File: src/rtl/rms_edf_tick_scheduler_macros.svh
// assertion macros for the tick scheduler
// used by the top level only, needs clk and rst_n in scope
`ifndef RMS_EDF_TICK_SCHEDULER_MACROS_SVH
`define RMS_EDF_TICK_SCHEDULER_MACROS_SVH

// condition implies consequence in the same cycle
`define RMSEDF_ASSERT_NOW(lbl, cond, cons) \
    lbl: assert property (@(posedge clk) disable iff (!rst_n) (cond) |-> (cons)) \
        else $error("scheduler check failed");

// condition implies consequence in the next cycle
`define RMSEDF_ASSERT_NEXT(lbl, cond, cons) \
    lbl: assert property (@(posedge clk) disable iff (!rst_n) (cond) |=> (cons)) \
        else $error("scheduler check failed");

`endif

File: src/rtl/rmsedf_pkg.sv
// shared types and constants of the tick scheduler
// no dependencies
package rmsedf_pkg;

    localparam int WORK_W    = 16;
    localparam int ID_W      = 8;
    localparam int WHO_W     = 8;
    localparam int KIND_W    = 2;
    localparam int TICK_W    = 32;
    localparam int CFG_IDX_W = 8;
    localparam int ENTRY_W   = ID_W + WORK_W;

    localparam logic CMD_RELEASE = 1'b0;
    localparam logic CMD_TICK    = 1'b1;

    typedef enum logic [KIND_W-1:0] {
        KIND_IDLE      = 2'd0,
        KIND_PERIODIC  = 2'd1,
        KIND_APERIODIC = 2'd2
    } kind_t;

    typedef struct packed {
        logic              rms_found;
        logic [WHO_W-1:0]  rms_idx;
        logic              edf_found;
        logic [WORK_W-1:0] best_dist;
        logic [WHO_W-1:0]  best_idx;
    } chain_t;

    typedef struct packed {
        logic rel;
        logic arb;
        logic upd;
        logic dec_rms;
        logic dec_edf;
    } cell_ctl_t;

    typedef struct packed {
        logic late_r;
        logic late_e;
        logic pre_r;
        logic pre_e;
    } cell_stat_t;

    typedef struct packed {
        logic             nonempty;
        logic [ID_W-1:0]  id;
        logic             done;
    } ap_serve_t;

endpackage

File: src/rtl/rmsedf_ifs.sv
// channel interfaces of the tick scheduler: items, results, configuration
// depends on rmsedf_pkg
interface rmsedf_item_if;
    logic                              valid;
    logic                              ready;
    logic                              cmd;
    logic [rmsedf_pkg::ID_W-1:0]       ap_id;
    logic [rmsedf_pkg::WORK_W-1:0]     ap_work;
    modport source (output valid, cmd, ap_id, ap_work, input ready);
    modport sink (input valid, cmd, ap_id, ap_work, output ready);
endinterface

interface rmsedf_result_if #(parameter int N_TASKS = 4);
    logic                              valid;
    logic                              ready;
    logic [rmsedf_pkg::TICK_W-1:0]     tick_index;
    logic [rmsedf_pkg::KIND_W-1:0]     rms_kind;
    logic [rmsedf_pkg::WHO_W-1:0]      rms_who;
    logic                              rms_ap_done;
    logic [rmsedf_pkg::KIND_W-1:0]     edf_kind;
    logic [rmsedf_pkg::WHO_W-1:0]      edf_who;
    logic                              edf_ap_done;
    logic [N_TASKS-1:0]                rms_miss;
    logic [N_TASKS-1:0]                edf_miss;
    logic [N_TASKS-1:0]                rms_preempted;
    logic [N_TASKS-1:0]                edf_preempted;
    logic                              ap_overflow;
    modport source (output valid, tick_index, rms_kind, rms_who, rms_ap_done, edf_kind,
                    edf_who, edf_ap_done, rms_miss, edf_miss, rms_preempted, edf_preempted,
                    ap_overflow, input ready);
    modport sink (input valid, tick_index, rms_kind, rms_who, rms_ap_done, edf_kind,
                  edf_who, edf_ap_done, rms_miss, edf_miss, rms_preempted, edf_preempted,
                  ap_overflow, output ready);
endinterface

interface rmsedf_cfg_if;
    logic                              valid;
    logic                              ready;
    logic [rmsedf_pkg::CFG_IDX_W-1:0]  index;
    logic [rmsedf_pkg::WORK_W-1:0]     data;
    modport source (output valid, index, data, input ready);
    modport sink (input valid, index, data, output ready);
endinterface

File: src/rtl/rmsedf_cell.sv
// one task slot of the scheduler chain: period, work, phase and both pending counters
// depends on rmsedf_pkg
module rmsedf_cell #(
    parameter int IDX = 0
) (
    input  logic                          clk,
    input  logic                          rst_n,
    input  logic                          per_we,
    input  logic                          work_we,
    input  logic [rmsedf_pkg::WORK_W-1:0] cfg_data,
    input  rmsedf_pkg::cell_ctl_t         ctl,
    input  rmsedf_pkg::chain_t            chain_in,
    output rmsedf_pkg::chain_t            chain_out,
    output rmsedf_pkg::cell_stat_t        stat
);
    localparam logic [rmsedf_pkg::WHO_W-1:0] MY_IDX = rmsedf_pkg::WHO_W'(IDX);

    logic [rmsedf_pkg::WORK_W-1:0] per_reg, work_reg, phase_reg, rpend_reg, epend_reg;
    logic                          late_r_reg, late_e_reg, pre_r_reg;
    logic [rmsedf_pkg::WORK_W:0]   rsum, esum, phase_inc;
    logic [rmsedf_pkg::WORK_W-1:0] rsat, esat, deadline_gap, epend_after;
    logic                          used, rel_due, r_act, e_act, e_take;

    assign used    = per_reg != '0;
    assign rel_due = used && phase_reg == '0;
    assign rsum    = {1'b0, rpend_reg} + {1'b0, work_reg};
    assign esum    = {1'b0, epend_reg} + {1'b0, work_reg};
    assign rsat    = rsum[rmsedf_pkg::WORK_W] ? '1 : rsum[rmsedf_pkg::WORK_W-1:0];
    assign esat    = esum[rmsedf_pkg::WORK_W] ? '1 : esum[rmsedf_pkg::WORK_W-1:0];
    assign r_act   = used && rpend_reg != '0;
    assign e_act   = used && epend_reg != '0;
    assign deadline_gap = per_reg - phase_reg;
    assign e_take  = e_act && (!chain_in.edf_found || deadline_gap < chain_in.best_dist);
    assign phase_inc   = {1'b0, phase_reg} + 1'b1;
    assign epend_after = epend_reg - {{(rmsedf_pkg::WORK_W-1){1'b0}}, ctl.dec_edf};

    always_comb
    begin
        chain_out           = chain_in;
        chain_out.rms_found = chain_in.rms_found | r_act;
        if (!chain_in.rms_found && r_act)
        begin
            chain_out.rms_idx = MY_IDX;
        end
        if (e_take)
        begin
            chain_out.edf_found = 1'b1;
            chain_out.best_dist = deadline_gap;
            chain_out.best_idx  = MY_IDX;
        end
    end

    assign stat.late_r = late_r_reg;
    assign stat.late_e = late_e_reg;
    assign stat.pre_r  = pre_r_reg;
    assign stat.pre_e  = epend_after != '0 && !ctl.dec_edf;

    always_ff @(posedge clk or negedge rst_n)
    begin
        if (!rst_n)
        begin
            per_reg    <= '0;
            work_reg   <= '0;
            phase_reg  <= '0;
            rpend_reg  <= '0;
            epend_reg  <= '0;
            late_r_reg <= 1'b0;
            late_e_reg <= 1'b0;
            pre_r_reg  <= 1'b0;
        end
        else
        begin
            if (per_we)
            begin
                per_reg   <= cfg_data;
                phase_reg <= '0;
            end
            if (work_we)
            begin
                work_reg <= cfg_data;
            end
            if (ctl.rel)
            begin
                late_r_reg <= rel_due && rpend_reg != '0;
                late_e_reg <= rel_due && epend_reg != '0;
                if (rel_due)
                begin
                    rpend_reg <= rsat;
                    epend_reg <= esat;
                end
            end
            if (ctl.arb)
            begin
                pre_r_reg <= r_act && chain_in.rms_found;
            end
            if (ctl.upd)
            begin
                rpend_reg <= rpend_reg - {{(rmsedf_pkg::WORK_W-1){1'b0}}, ctl.dec_rms};
                epend_reg <= epend_after;
                if (used)
                begin
                    phase_reg <= (phase_inc >= {1'b0, per_reg}) ? '0
                                 : phase_inc[rmsedf_pkg::WORK_W-1:0];
                end
            end
        end
    end
endmodule

File: src/rtl/rmsedf_apq.sv
// aperiodic job queue: circular buffer with push, head read and in-place head serve
// depends on rmsedf_pkg
module rmsedf_apq #(
    parameter int DEPTH = 16
) (
    input  logic                          clk,
    input  logic                          rst_n,
    input  logic                          push,
    input  logic [rmsedf_pkg::ID_W-1:0]   push_id,
    input  logic [rmsedf_pkg::WORK_W-1:0] push_work,
    input  logic                          rd,
    input  logic                          serve,
    output logic                          drop,
    output rmsedf_pkg::ap_serve_t         head
);
    localparam int AW = (DEPTH > 1) ? $clog2(DEPTH) : 1;
    localparam logic [AW:0] DEPTH_W = (AW + 1)'(DEPTH);

    logic [rmsedf_pkg::ENTRY_W-1:0] mem [DEPTH];
    logic [rmsedf_pkg::ENTRY_W-1:0] rd_data_reg;
    logic [AW-1:0]                  head_reg;
    logic [AW:0]                    count_reg, tail_sum, head_inc;
    logic [AW-1:0]                  tail;
    logic [rmsedf_pkg::WORK_W-1:0]  w, wm;
    logic                           full;

    assign full     = count_reg >= DEPTH_W;
    assign drop     = push && full;
    assign tail_sum = {1'b0, head_reg} + count_reg;
    assign tail     = (tail_sum >= DEPTH_W) ? AW'(tail_sum - DEPTH_W) : tail_sum[AW-1:0];
    assign head_inc = {1'b0, head_reg} + 1'b1;
    assign w        = rd_data_reg[rmsedf_pkg::WORK_W-1:0];
    assign wm       = (w != '0) ? w - 1'b1 : '0;

    assign head.nonempty = count_reg != '0;
    assign head.id       = rd_data_reg[rmsedf_pkg::ENTRY_W-1:rmsedf_pkg::WORK_W];
    assign head.done     = wm == '0;

    always_ff @(posedge clk)
    begin
        if (push && !full)
        begin
            mem[tail] <= {push_id, push_work};
        end
        else if (serve && wm != '0)
        begin
            mem[head_reg] <= {head.id, wm};
        end
        if (rd)
        begin
            rd_data_reg <= mem[head_reg];
        end
    end

    always_ff @(posedge clk or negedge rst_n)
    begin
        if (!rst_n)
        begin
            head_reg  <= '0;
            count_reg <= '0;
        end
        else if (push && !full)
        begin
            count_reg <= count_reg + 1'b1;
        end
        else if (serve && wm == '0)
        begin
            head_reg  <= (head_inc >= DEPTH_W) ? '0 : head_inc[AW-1:0];
            count_reg <= count_reg - 1'b1;
        end
    end
endmodule

File: src/rtl/rms_edf_tick_scheduler.sv
// Tick scheduler running rate-monotonic and earliest-deadline-first side by side over
// MAX_TASKS periodic slots held in a chain of slot cells, with one aperiodic queue per
// policy. A release item is taken in the idle state; a tick item steps through
// acceptance, release, arbitration across the slot chain, then update with the result
// load, and no new item is taken until it is back in idle. The update waits while an
// earlier result is still held on the output. Configuration writes are taken in every
// cycle. Depends on rmsedf_pkg, the channel interfaces, rmsedf_cell, rmsedf_apq.
`include "rms_edf_tick_scheduler_macros.svh"

module rms_edf_tick_scheduler #(
    parameter int MAX_TASKS = 4,
    parameter int AP_DEPTH  = 16
) (
    input  logic                     clk,
    input  logic                     rst_n,
    rmsedf_item_if.sink              item,
    rmsedf_result_if.source          result,
    rmsedf_cfg_if.sink               cfg
);
    typedef enum logic [1:0] {ST_IDLE, ST_REL, ST_ARB, ST_UPD} state_t;

    state_t                          state_reg;
    rmsedf_pkg::chain_t              chain [MAX_TASKS+1];
    rmsedf_pkg::cell_stat_t          stat [MAX_TASKS];
    rmsedf_pkg::ap_serve_t           rq, eq;
    logic [MAX_TASKS-1:0]            dec_rms, dec_edf, late_r, late_e, pre_r, pre_e;
    logic                            rms_found_reg, edf_found_reg, overflow_reg, res_valid_reg;
    logic [rmsedf_pkg::WHO_W-1:0]    rms_idx_reg, edf_idx_reg;
    logic [rmsedf_pkg::TICK_W-1:0]   tick_reg;
    logic                            accept, push, go, upd, serve_r, serve_e, drop_r, drop_e;
    logic [rmsedf_pkg::KIND_W-1:0]   rkind_reg, ekind_reg;
    logic [rmsedf_pkg::WHO_W-1:0]    rwho_reg, ewho_reg;
    logic                            rdone_reg, edone_reg, ovf_out_reg;
    logic [MAX_TASKS-1:0]            late_r_reg, late_e_reg, pre_r_reg, pre_e_reg;
    logic [rmsedf_pkg::TICK_W-1:0]   tick_out_reg;

    assign item.ready = state_reg == ST_IDLE;
    assign cfg.ready  = 1'b1;
    assign accept     = item.valid && item.ready;
    assign push       = accept && item.cmd == rmsedf_pkg::CMD_RELEASE && item.ap_work != '0;
    assign go         = !res_valid_reg || result.ready;
    assign upd        = state_reg == ST_UPD && go;
    assign serve_r    = upd && !rms_found_reg && rq.nonempty;
    assign serve_e    = upd && !edf_found_reg && eq.nonempty;
    assign chain[0]   = '0;

    for (genvar i = 0; i < MAX_TASKS; i++)
    begin : g_cell
        rmsedf_pkg::cell_ctl_t ctl;
        assign dec_rms[i] = upd && rms_found_reg && rms_idx_reg == rmsedf_pkg::WHO_W'(i);
        assign dec_edf[i] = upd && edf_found_reg && edf_idx_reg == rmsedf_pkg::WHO_W'(i);
        assign ctl.rel     = state_reg == ST_REL;
        assign ctl.arb     = state_reg == ST_ARB;
        assign ctl.upd     = upd;
        assign ctl.dec_rms = dec_rms[i];
        assign ctl.dec_edf = dec_edf[i];
        assign late_r[i]   = stat[i].late_r;
        assign late_e[i]   = stat[i].late_e;
        assign pre_r[i]    = stat[i].pre_r;
        assign pre_e[i]    = stat[i].pre_e;

        rmsedf_cell #(.IDX(i)) u_cell (
            .clk       (clk),
            .rst_n     (rst_n),
            .per_we    (cfg.valid && cfg.index == rmsedf_pkg::CFG_IDX_W'(i)),
            .work_we   (cfg.valid && cfg.index == rmsedf_pkg::CFG_IDX_W'(MAX_TASKS + i)),
            .cfg_data  (cfg.data),
            .ctl       (ctl),
            .chain_in  (chain[i]),
            .chain_out (chain[i+1]),
            .stat      (stat[i])
        );
    end

    rmsedf_apq #(.DEPTH(AP_DEPTH)) u_rms_q (
        .clk       (clk),
        .rst_n     (rst_n),
        .push      (push),
        .push_id   (item.ap_id),
        .push_work (item.ap_work),
        .rd        (state_reg == ST_ARB),
        .serve     (serve_r),
        .drop      (drop_r),
        .head      (rq)
    );

    rmsedf_apq #(.DEPTH(AP_DEPTH)) u_edf_q (
        .clk       (clk),
        .rst_n     (rst_n),
        .push      (push),
        .push_id   (item.ap_id),
        .push_work (item.ap_work),
        .rd        (state_reg == ST_ARB),
        .serve     (serve_e),
        .drop      (drop_e),
        .head      (eq)
    );

    always_ff @(posedge clk or negedge rst_n)
    begin
        if (!rst_n)
        begin
            state_reg     <= ST_IDLE;
            res_valid_reg <= 1'b0;
            overflow_reg  <= 1'b0;
            tick_reg      <= '0;
            rms_found_reg <= 1'b0;
            edf_found_reg <= 1'b0;
            rms_idx_reg   <= '0;
            edf_idx_reg   <= '0;
            rkind_reg     <= rmsedf_pkg::KIND_IDLE;
            ekind_reg     <= rmsedf_pkg::KIND_IDLE;
            rwho_reg      <= '0;
            ewho_reg      <= '0;
            rdone_reg     <= 1'b0;
            edone_reg     <= 1'b0;
            ovf_out_reg   <= 1'b0;
            late_r_reg    <= '0;
            late_e_reg    <= '0;
            pre_r_reg     <= '0;
            pre_e_reg     <= '0;
            tick_out_reg  <= '0;
        end
        else
        begin
            if (drop_r || drop_e)
            begin
                overflow_reg <= 1'b1;
            end
            if (result.valid && result.ready)
            begin
                res_valid_reg <= 1'b0;
            end
            case (state_reg)
                ST_IDLE:
                begin
                    if (accept && item.cmd == rmsedf_pkg::CMD_TICK)
                    begin
                        state_reg <= ST_REL;
                    end
                end
                ST_REL:
                begin
                    state_reg <= ST_ARB;
                end
                ST_ARB:
                begin
                    rms_found_reg <= chain[MAX_TASKS].rms_found;
                    rms_idx_reg   <= chain[MAX_TASKS].rms_idx;
                    edf_found_reg <= chain[MAX_TASKS].edf_found;
                    edf_idx_reg   <= chain[MAX_TASKS].best_idx;
                    state_reg     <= ST_UPD;
                end
                ST_UPD:
                begin
                    if (go)
                    begin
                        res_valid_reg <= 1'b1;
                        tick_out_reg  <= tick_reg;
                        tick_reg      <= tick_reg + 1'b1;
                        late_r_reg    <= late_r;
                        late_e_reg    <= late_e;
                        pre_r_reg     <= pre_r;
                        pre_e_reg     <= pre_e;
                        ovf_out_reg   <= overflow_reg;
                        if (rms_found_reg)
                        begin
                            rkind_reg <= rmsedf_pkg::KIND_PERIODIC;
                            rwho_reg  <= rms_idx_reg;
                            rdone_reg <= 1'b0;
                        end
                        else if (rq.nonempty)
                        begin
                            rkind_reg <= rmsedf_pkg::KIND_APERIODIC;
                            rwho_reg  <= rq.id;
                            rdone_reg <= rq.done;
                        end
                        else
                        begin
                            rkind_reg <= rmsedf_pkg::KIND_IDLE;
                            rwho_reg  <= '0;
                            rdone_reg <= 1'b0;
                        end
                        if (edf_found_reg)
                        begin
                            ekind_reg <= rmsedf_pkg::KIND_PERIODIC;
                            ewho_reg  <= edf_idx_reg;
                            edone_reg <= 1'b0;
                        end
                        else if (eq.nonempty)
                        begin
                            ekind_reg <= rmsedf_pkg::KIND_APERIODIC;
                            ewho_reg  <= eq.id;
                            edone_reg <= eq.done;
                        end
                        else
                        begin
                            ekind_reg <= rmsedf_pkg::KIND_IDLE;
                            ewho_reg  <= '0;
                            edone_reg <= 1'b0;
                        end
                        state_reg <= ST_IDLE;
                    end
                end
                default:
                begin
                    state_reg <= ST_IDLE;
                end
            endcase
        end
    end

    assign result.valid         = res_valid_reg;
    assign result.tick_index    = tick_out_reg;
    assign result.rms_kind      = rkind_reg;
    assign result.rms_who       = rwho_reg;
    assign result.rms_ap_done   = rdone_reg;
    assign result.edf_kind      = ekind_reg;
    assign result.edf_who       = ewho_reg;
    assign result.edf_ap_done   = edone_reg;
    assign result.rms_miss      = late_r_reg;
    assign result.edf_miss      = late_e_reg;
    assign result.rms_preempted = pre_r_reg;
    assign result.edf_preempted = pre_e_reg;
    assign result.ap_overflow   = ovf_out_reg;

    `RMSEDF_ASSERT_NEXT(a_upd_loads_result, upd, res_valid_reg)
    `RMSEDF_ASSERT_NOW(a_one_rms_dec, 1'b1, $onehot0(dec_rms))
    `RMSEDF_ASSERT_NOW(a_one_edf_dec, 1'b1, $onehot0(dec_edf))
    `RMSEDF_ASSERT_NEXT(a_tick_starts, accept && item.cmd == rmsedf_pkg::CMD_TICK,
                        state_reg == ST_REL)
endmodule

File: src/flat_wrapper.sv
// flat-port wrapper written by rule: the top's interface ports become plain ports
module rms_edf_tick_scheduler_flat 
#(
    parameter int MAX_TASKS = 4,
    parameter int AP_DEPTH  = 16
)
  (clk, rst_n, item_valid, item_cmd, item_ap_id, item_ap_work, item_ready, result_valid, result_tick_index, result_rms_kind, result_rms_who, result_rms_ap_done, result_edf_kind, result_edf_who, result_edf_ap_done, result_rms_miss, result_edf_miss, result_rms_preempted, result_edf_preempted, result_ap_overflow, result_ready, cfg_valid, cfg_index, cfg_data, cfg_ready);
  rmsedf_item_if item_i ();
  rmsedf_result_if #(.N_TASKS((4))) result_i ();
  rmsedf_cfg_if cfg_i ();
  input  logic clk;
  input  logic rst_n;
  input wire logic [$bits(item_i.valid)-1:0] item_valid;
  input wire logic [$bits(item_i.cmd)-1:0] item_cmd;
  input wire logic [$bits(item_i.ap_id)-1:0] item_ap_id;
  input wire logic [$bits(item_i.ap_work)-1:0] item_ap_work;
  output wire logic [$bits(item_i.ready)-1:0] item_ready;
  output wire logic [$bits(result_i.valid)-1:0] result_valid;
  output wire logic [$bits(result_i.tick_index)-1:0] result_tick_index;
  output wire logic [$bits(result_i.rms_kind)-1:0] result_rms_kind;
  output wire logic [$bits(result_i.rms_who)-1:0] result_rms_who;
  output wire logic [$bits(result_i.rms_ap_done)-1:0] result_rms_ap_done;
  output wire logic [$bits(result_i.edf_kind)-1:0] result_edf_kind;
  output wire logic [$bits(result_i.edf_who)-1:0] result_edf_who;
  output wire logic [$bits(result_i.edf_ap_done)-1:0] result_edf_ap_done;
  output wire logic [$bits(result_i.rms_miss)-1:0] result_rms_miss;
  output wire logic [$bits(result_i.edf_miss)-1:0] result_edf_miss;
  output wire logic [$bits(result_i.rms_preempted)-1:0] result_rms_preempted;
  output wire logic [$bits(result_i.edf_preempted)-1:0] result_edf_preempted;
  output wire logic [$bits(result_i.ap_overflow)-1:0] result_ap_overflow;
  input wire logic [$bits(result_i.ready)-1:0] result_ready;
  input wire logic [$bits(cfg_i.valid)-1:0] cfg_valid;
  input wire logic [$bits(cfg_i.index)-1:0] cfg_index;
  input wire logic [$bits(cfg_i.data)-1:0] cfg_data;
  output wire logic [$bits(cfg_i.ready)-1:0] cfg_ready;
  assign item_i.valid = item_valid;
  assign item_i.cmd = item_cmd;
  assign item_i.ap_id = item_ap_id;
  assign item_i.ap_work = item_ap_work;
  assign item_ready = item_i.ready;
  assign result_valid = result_i.valid;
  assign result_tick_index = result_i.tick_index;
  assign result_rms_kind = result_i.rms_kind;
  assign result_rms_who = result_i.rms_who;
  assign result_rms_ap_done = result_i.rms_ap_done;
  assign result_edf_kind = result_i.edf_kind;
  assign result_edf_who = result_i.edf_who;
  assign result_edf_ap_done = result_i.edf_ap_done;
  assign result_rms_miss = result_i.rms_miss;
  assign result_edf_miss = result_i.edf_miss;
  assign result_rms_preempted = result_i.rms_preempted;
  assign result_edf_preempted = result_i.edf_preempted;
  assign result_ap_overflow = result_i.ap_overflow;
  assign result_i.ready = result_ready;
  assign cfg_i.valid = cfg_valid;
  assign cfg_i.index = cfg_index;
  assign cfg_i.data = cfg_data;
  assign cfg_ready = cfg_i.ready;
  rms_edf_tick_scheduler #(.MAX_TASKS(MAX_TASKS), .AP_DEPTH(AP_DEPTH)) u_core (.clk(clk), .rst_n(rst_n), .item(item_i), .result(result_i), .cfg(cfg_i));
endmodule
File: config.mk
export PLATFORM = sky130hd
export DESIGN_NAME = rms_edf_tick_scheduler_flat
export DESIGN_NICKNAME = d
export VERILOG_FILES = /design/src/rtl/rmsedf_pkg.sv /design/src/rtl/rmsedf_ifs.sv /design/src/rtl/rmsedf_cell.sv /design/src/rtl/rmsedf_apq.sv /design/src/rtl/rms_edf_tick_scheduler.sv /design/src/flat_wrapper.sv
export VERILOG_INCLUDE_DIRS = /design/src /design/src/rtl
export SDC_FILE = /design/constraint.sdc
export NUM_CORES = 2
export LEC_CHECK = 0
export BUFFER_PORTS_ARGS = -buffer_cell sky130_fd_sc_hd__clkbuf_2
export CORE_MARGIN = 2
export CORE_UTILIZATION = 46
export DETAILED_ROUTE_END_ITERATION = 10
export REMOVE_ABC_BUFFERS = 1
export SLEW_MARGIN = 5
export SYNTH_ARGS = -nofsm -noshare
export SYNTH_HDL_FRONTEND = slang
export SYNTH_SLANG_ARGS = --single-unit
File: constraint.sdc
create_clock -name clk -period 13.8 [get_ports clk]
set_input_delay 0.69 -clock clk [delete_from_list [all_inputs] [get_ports clk]]
set_output_delay 0.69 -clock clk [all_outputs]
set_load 0.02 [all_outputs]
---- After elaboration in Yosys (flattened, before gate mapping) ----
Memory sizes are Yosys's and may differ from the RTL's. A register that Yosys moved wholly into a read port is not among the register bits.
Cells that the tools add are included.
cells by class
  add/sub/neg operators ................... 37
  magnitude comparators ................... 13
  eq/ne operators ......................... 18
  mux-type cells .......................... 99
  bitwise logic cells ..................... 6
  reduce and logical (&&, ||, !) cells .... 139
operators by type and width
  operator               count
  $mux 16                50
  $reduce_bool 16->1     21
  $add 16x16->17         8
  $sub 16x1->16          8
  $mux 25                4
  $logic_not 16->1       6
  $logic_and 1x1->1      69
  $add 16x1->17 const B  4
  $ge 17x16->1           4
  $sub 16x16->16         4
  $eq 8x2->1 const B     6
  $lt 16x16->1           3
  $mux 24                2
  $mux 8                 6
  $reduce_or 24->1       2
  $add 32x1->32 const B  1
  $eq 8x3->1 const B     4
  $sub 16x1->16 const B  2
  $ge 5x5->1 const B     6
  $eq 8x1->1 const B     3
  $logic_not 8->1        3
  $mux 4                 6
  $mux 1                 20
  $mux 5                 4
  19 further kinds       66
storage, ports and cells
  register bits ........................... 473
  bits in writable memories ............... 768
  output and inout port bits .............. 74
  logic and storage cells ................. 369
  memories ................................ 2
memory list
  memory              depth  bits a word  read ports  clocked after memory_dff  write ports  line              RTL
  u_core.u_edf_q.mem  16     24           1           1                         1            rmsedf_apq.sv:19  logic [rmsedf_pkg::ENTRY_W-1:0] mem [DEPTH];
  u_core.u_rms_q.mem  16     24           1           1                         1            rmsedf_apq.sv:19

---- Depth between registers and ports, before layout ----
  depth after elaboration ................. 15
  gate-level depth with buffers ........... 43
  depth with buffers taken out ............ 40

---- By module ----
A second synthesis with hierarchy kept.
unflattened totals
  cell total of the unflattened synthesis .. 5836
  area, all modules ....................... 70277.4 µm²
by module, submodules not included
  module                                  instances  cells an instance  area each (µm²)  seq. area each (µm²)
  rmsedf_apq                              2          780                16742.3          12477.0
  rmsedf_cell at u_core.g_cell[3].u_cell  1          956                8018.9           2077.0
  rmsedf_cell at u_core.g_cell[0].u_cell  1          947                7906.3           2077.0
  rmsedf_cell at u_core.g_cell[1].u_cell  1          918                7818.7           2077.0
  rmsedf_cell at u_core.g_cell[2].u_cell  1          915                7647.3           2077.0
  rms_edf_tick_scheduler                  1          540                5401.4           3128.0

---- Worst setup path before layout ----
OpenSTA, ideal clock, no wires.
  path kind ............................... flip-flop to flip-flop
  from .................................... register u_core.g_cell[1].u_cell.phase_reg[0] (netlist bit)
  to ...................................... register u_core.edf_idx_reg[0] (netlist bit)
  library setup time ...................... 121 ps
  data arrival time ....................... 7137 ps
  slack ................................... 6542 ps
  stages on the path, launching flop included .. 42
  path buffers ............................ 4
  period minus slack after synthesis ...... 7258 ps
  path through ............................ dfrtp_1 ha_1 inv_1 fa_1 a21oi_1 o21ai_0 o31ai_1 o21bai_1 nand2b_1 a31oi_1 xnor2_1 ha_1 and4_1 a221oi_1 nor2_1 nor3_1 buf_2 buf_2 (+6 left out) o22ai_1 o21ba_2 nor3_1 nand3_1 o21ai_1 buf_2 buf_2 a21oi_1 ha_1 a21o_1 a21oi_1 o22ai_1 nor2_1 o21ai_0 nor4b_1 o221ai_1 a31o_2 o22a_1
on the way
  word-level cells in the longest chain between the ends .. 13
ends and longest elaborated chain
  item                                             line                           RTL
  start, declared                                  rmsedf_cell.sv:18              logic [rmsedf_pkg::WORK_W-1:0] per_reg, work_reg, phase_reg, rpend_reg, epend_reg;
  start signal, assigned                           rmsedf_cell.sv:102             phase_reg <= (phase_inc >= {1'b0, per_reg}) ? '0
  $sub 16x16->16 *                                 rmsedf_cell.sv:32              assign deadline_gap = per_reg - phase_reg;
  $lt 16x16->1                                     rmsedf_cell.sv:33              assign e_take = e_act && (!chain_in.edf_found || deadline_gap < chain_in.best_dist);
  $logic_or 1x1->1                                 rmsedf_cell.sv:33
  $logic_and 1x1->1                                rmsedf_cell.sv:33
  $mux 25 *                                        rmsedf_cell.sv:45              if (e_take)
  $lt 16x16->1 or $logic_not 1->1 (tied branches)  rmsedf_cell.sv:33
  $logic_or 1x1->1                                 rmsedf_cell.sv:33
  $logic_and 1x1->1                                rmsedf_cell.sv:33
  $mux 25 *                                        rmsedf_cell.sv:45
  $lt 16x16->1 or $logic_not 1->1 (tied branches)  rmsedf_cell.sv:33
  $logic_or 1x1->1                                 rmsedf_cell.sv:33
  $logic_and 1x1->1                                rmsedf_cell.sv:33
  $mux 25 *                                        rmsedf_cell.sv:45
  end signal, assigned                             rms_edf_tick_scheduler.sv:151  edf_idx_reg <= chain[MAX_TASKS].best_idx;
  end, declared                                    rms_edf_tick_scheduler.sv:28   logic [rmsedf_pkg::WHO_W-1:0] rms_idx_reg, edf_idx_reg;
Mark *: on every way between the ends. The rest lies on a longest branch, timed or not.
A chain may end at the register's enable or synchronous reset.

---- Final worst setup path ----
Ends and elaborated chain as after synthesis.

==> results by stage <==
Placement:
- The count of input and output buffers is 125.
- The post-place setup slack is 5160 ps.
- Summing all placed instances gives a cell area of 69800 sq um.
- The routability congestion estimate from global placement is 0.937.
- The post-detailed-placement half-perimeter wirelength is 119000 microns.
- The cell count after placement is 7373.

Critical path:
- Counting stages on the worst path, the most repeated cell is sky130_fd_sc_hd__a21oi_1.
- By startpoint and endpoint, the worst setup path is classified as reg2reg.
- At the worst endpoint, the required time is 14470 ps.
- The master of the slowest instance on the critical path is sky130_fd_sc_hd__o21ai_2.
- The largest single stage delay on the critical path is 960 ps.
- In this run the worst path has a maximum fanout of 29.
- STA classifies the critical path endpoint as a flip-flop.
- Data arrives at the worst endpoint at 9520 ps.
- The launching element type of the critical path is a flip-flop.

Die:
- From left edge to right edge, the die measures 384 microns.
- The die covers 147000 sq um.
- In this run the standard cell core region covers 143000 sq um.
- The die is 384 microns tall.
- After floorplanning, the core was divided into 139 placement rows.
- The initial core utilization is 46.3%.
- For this design the top-level I/O count stands at 128.

GRT:
- The overall fraction of global-route tracks in use is 25.0%.
- The number of global-route vias before repair is 44900.
- The number of antenna violations at the first check in global routing is 8.
- Summed over all layers, the global routing overflow is 0.
- The first-pass GRT wire length is 279000 microns.
- The largest net degree at the start of global routing is 161.

Routing:
- The routed wirelength normalized by instance count is 24.0 microns.
- The first detailed-routing pass ran for 5 iterations.
- After the first detailed-routing iteration, the DRC count stood at 4011.
- The total number of vias is 45600.
- In this run the remaining antenna-violating nets after routing total 0.
- In the routed layout, each cell is associated on average with a via count of 5.97.
- The number of design rule violations left after detail routing is 0.
- The final wirelength is 183000 microns.

Yosys:
- The total number of yosys warnings is 0.
- By area the synthesized netlist is led by sky130_fd_sc_hd__edfxtp_1 (37%), sky130_fd_sc_hd__dfrtp_1 (17%), sky130_fd_sc_hd__mux4_2 (8.2%), sky130_fd_sc_hd__ha_1 (6.5%), sky130_fd_sc_hd__nand2_1 (3.3%).
- In the synthesized netlist the dominant register cell turns out to be sky130_fd_sc_hd__edfxtp_1.
- After synthesis, flip-flops and latches occupy 54.4% of the total area.
- The top cell type by area accounts for 37.0% of the synthesized area.
- Of all flip-flops after synthesis, the portion carrying an async set or reset was 36.1%.
- The post-synthesis instance area is 66300 sq um.
- Synthesis inferred 1277 register bits.
- The synthesized instance count is 5448.
- Counting distinct cell types in the post-synthesis netlist gives 93.
- Counting flops with a built-in enable in the synthesized netlist gives 816.
- The per-instance average area after synthesis is 12.2 sq um.
- The biggest area contributor in the post-synthesis netlist is sky130_fd_sc_hd__edfxtp_1.

Job:
- The number of violations of the max-capacitance limit is 0.

Power:
- The power share of the combinational group is 28.8%.
- Overall power consumption after layout is estimated at 11.9 mW.
- The static leakage is 28.1 nW.
- The register share of total power is 40.2%.
- The total power density per cell area is 160 nW/um^2.
- The clock network fraction of design power is 31.0%.
- The internal power is 7.75 mW.
- The switching part of the total power is 34.9%.
- Summed over all nets, the switching power comes to 4.15 mW.
- Across the VDD grid, the largest voltage drop is 0.000148 V.

Timing:
- At the pin with the least slew margin, the transition time is 1280 ps.
- The top achievable clock speed is 113 MHz.
- The tightest hold margin is 433 ps.
- In this run the tightest slew margin relative to its limit is 13.8%.
- The max-slew violation count is 0.
- Setup repair after global routing left no endpoint under its margin.
- In the final timing run, aggregate negative setup slack is 0 ps.
- The maximum clock skew at final layout is 31.6 ps.
- The worst path uses 64.1% of the clock period.
- The minimum clock period is 8850 ps.
- The total count of hold-check failures in the final report is 0.
- Setup violations remaining at the end of the flow were counted as 0.
- The final setup slack of the worst path is 4950 ps.

Layout:
- The final non-filler cell area is 74400 sq um.
- The layout cell share with drive strength beyond 1 is 15.1%.
- Counting the fill cells in the layout gives 12400.
- The layout overhead on the synthesized area is 12.2%.
- The post-route core utilization is 51.9%.
- The final layout contains 6026 nets.
- The largest registers in the layout are u_core.u_edf_q.mem (384), u_core.u_rms_q.mem (384).
- The number of standard cells in the layout, taps in and fillers out is 7631.

Clock network:
- The tree is rooted in a sky130_fd_sc_hd__clkbuf_16.
- The deepest level of the CTS H-tree is 4.
- TritonCTS built the clock tree.
- The buffer levels on the longest clock path is 3.
- The source-to-sink clock delay at the later pin of the worst-skew pair is 790 ps.
- The number of CTS-inserted buffers is 141.
- The clock-pin slew reported for the worst setup and hold paths after clock tree synthesis is 60 ps.
- The clock net sink count is 1277.

Run status:
- The flow ran to the end, and the final reports show no timing, DRC or antenna violations.

Min path:
- The classification of the worst-slack hold path is in2async.
## synth_stat cells, types with 54 or more instances
library cell,n
sky130_fd_sc_hd__a21o_1,74
sky130_fd_sc_hd__a21oi_1,207
sky130_fd_sc_hd__a31oi_1,56
sky130_fd_sc_hd__clkbuf_1,166
sky130_fd_sc_hd__dfrtp_1,461
sky130_fd_sc_hd__edfxtp_1,816
sky130_fd_sc_hd__ha_1,342
sky130_fd_sc_hd__inv_1,246
sky130_fd_sc_hd__mux2_2,85
sky130_fd_sc_hd__mux4_2,240
sky130_fd_sc_hd__nand2_1,583
sky130_fd_sc_hd__nand2b_1,55
sky130_fd_sc_hd__nand3_1,127
sky130_fd_sc_hd__nor2_1,295
sky130_fd_sc_hd__nor3_1,131
sky130_fd_sc_hd__nor4_1,76
sky130_fd_sc_hd__o21ai_0,373
sky130_fd_sc_hd__o22ai_1,57
sky130_fd_sc_hd__or3_1,54
sky130_fd_sc_hd__xnor2_1,193
sky130_fd_sc_hd__xor2_1,86
## layout make-up
| type | count | area (sq um) | area share (%) |
|---|---|---|---|
| Inverter | 248 | 931 | 1.25 |
| Timing Repair Buffer | 231 | 1460 | 1.96 |
| Sequential cell | 1277 | 36100 | 48.5 |
| Multi-Input combinational cell | 3715 | 29000 | 39.0 |
| Antenna cell | 1 | 2.50 | 0.00337 |
| Clock inverter | 67 | 684 | 0.920 |
| Clock buffer | 189 | 3820 | 5.14 |
| Tap cell | 1903 | 2380 | 3.20 |
## path summary, 6_finish.rpt
check / end / slack (ps) / cells past startpoint / from
max: u_core.edf_idx_reg[0] / 4950 / 39 / u_core.g_cell[1].u_cell.phase_reg[0]
min reg2reg: u_core.result.tick_index[4] / 470 / 2 / u_core.result.tick_index[4]
max reg2reg: u_core.edf_idx_reg[0] / 4950 / 39 / u_core.g_cell[1].u_cell.phase_reg[0]
min: u_core.g_cell[3].u_cell.phase_reg[12] / 430 / 2 / rst_n
min in group clk: u_core.result.tick_index[4] / 470 / 2 / u_core.result.tick_index[4]
max in group asynchronous: u_core.u_rms_q.head_reg[0] / 11260 / 4 / rst_n
## cell usage in the layout, fill, tap and decap left out, types with 56 or more instances in the layout
cell type and instances:
sky130_fd_sc_hd__mux2_2 85, sky130_fd_sc_hd__inv_1 246, sky130_fd_sc_hd__buf_4 103, sky130_fd_sc_hd__clkbuf_16 142
sky130_fd_sc_hd__nand2_1 582, sky130_fd_sc_hd__nand3_1 127, sky130_fd_sc_hd__a31oi_1 56, sky130_fd_sc_hd__nor2_1 294
sky130_fd_sc_hd__a21o_1 74, sky130_fd_sc_hd__xnor2_1 193, sky130_fd_sc_hd__o21ai_0 372, sky130_fd_sc_hd__nor3_1 129
sky130_fd_sc_hd__clkbuf_2 124, sky130_fd_sc_hd__xor2_1 86, sky130_fd_sc_hd__mux4_2 240, sky130_fd_sc_hd__edfxtp_1 816
sky130_fd_sc_hd__nor4_1 76, sky130_fd_sc_hd__ha_1 341, sky130_fd_sc_hd__a21oi_1 207, sky130_fd_sc_hd__dfrtp_1 454
## what timing repair did
item,CTS,global route
hold buffers,1,0
gates resized for setup,0,0
buffers inserted,0,0
endpoints found under the setup margin,0,0
hold endpoints to repair,56,0
## power groups by stage
stage | clock network (mW) | registers [mW] | logic [mW]
after floorplan | 0 | 4.77 | 2.34
after global placement | 0 | 4.83 | 3.35
after detailed placement | 0 | 4.84 | 3.39
after CTS | 3.76 | 4.77 | 3.41
after global routing | 3.90 | 4.83 | 3.85
final | 3.68 | 4.78 | 3.43
## per-layer routing
metal	vias to the layer above	share of wire, %	GRT usage [%]
met1	22900	44	35.0
met3	287	6.4	4.32
met5	-	0.018	0
met4	4	2.7	7.06
li1	21000	-	-
met2	1409	47	40.0
## cells by family (layout without fill, tap and decap cells)
family / after synthesis / after routing / share of synthesized area (%)
AOI/OAI and AO/OA: 1131 / 1131 / 10.8
xor gates and xnor gates: 279 / 279 / 3.69
adders and majority gates: 358 / 358 / 6.94
buffers and inverters: 456 / 735 / 2.62
DFF: 1277 / 1277 / 54.4
muxes: 347 / 347 / 9.94
other: 2 / 3 / 0.0113
and+or+nand+nor: 1598 / 1598 / 11.6
## critical path, delay by kind of cell, from the launching register on
family                   cells  cell delay [ps]
XOR/XNOR                     1              200
buffers and inverters        3              410
flip-flops                   1              480
AO/OA/AOI/OAI               21             4660
AND/OR/NAND/NOR              9             1380
adder cells (fa/ha/maj)      5             1620
Note: power is estimated with default switching activity, not from simulation.
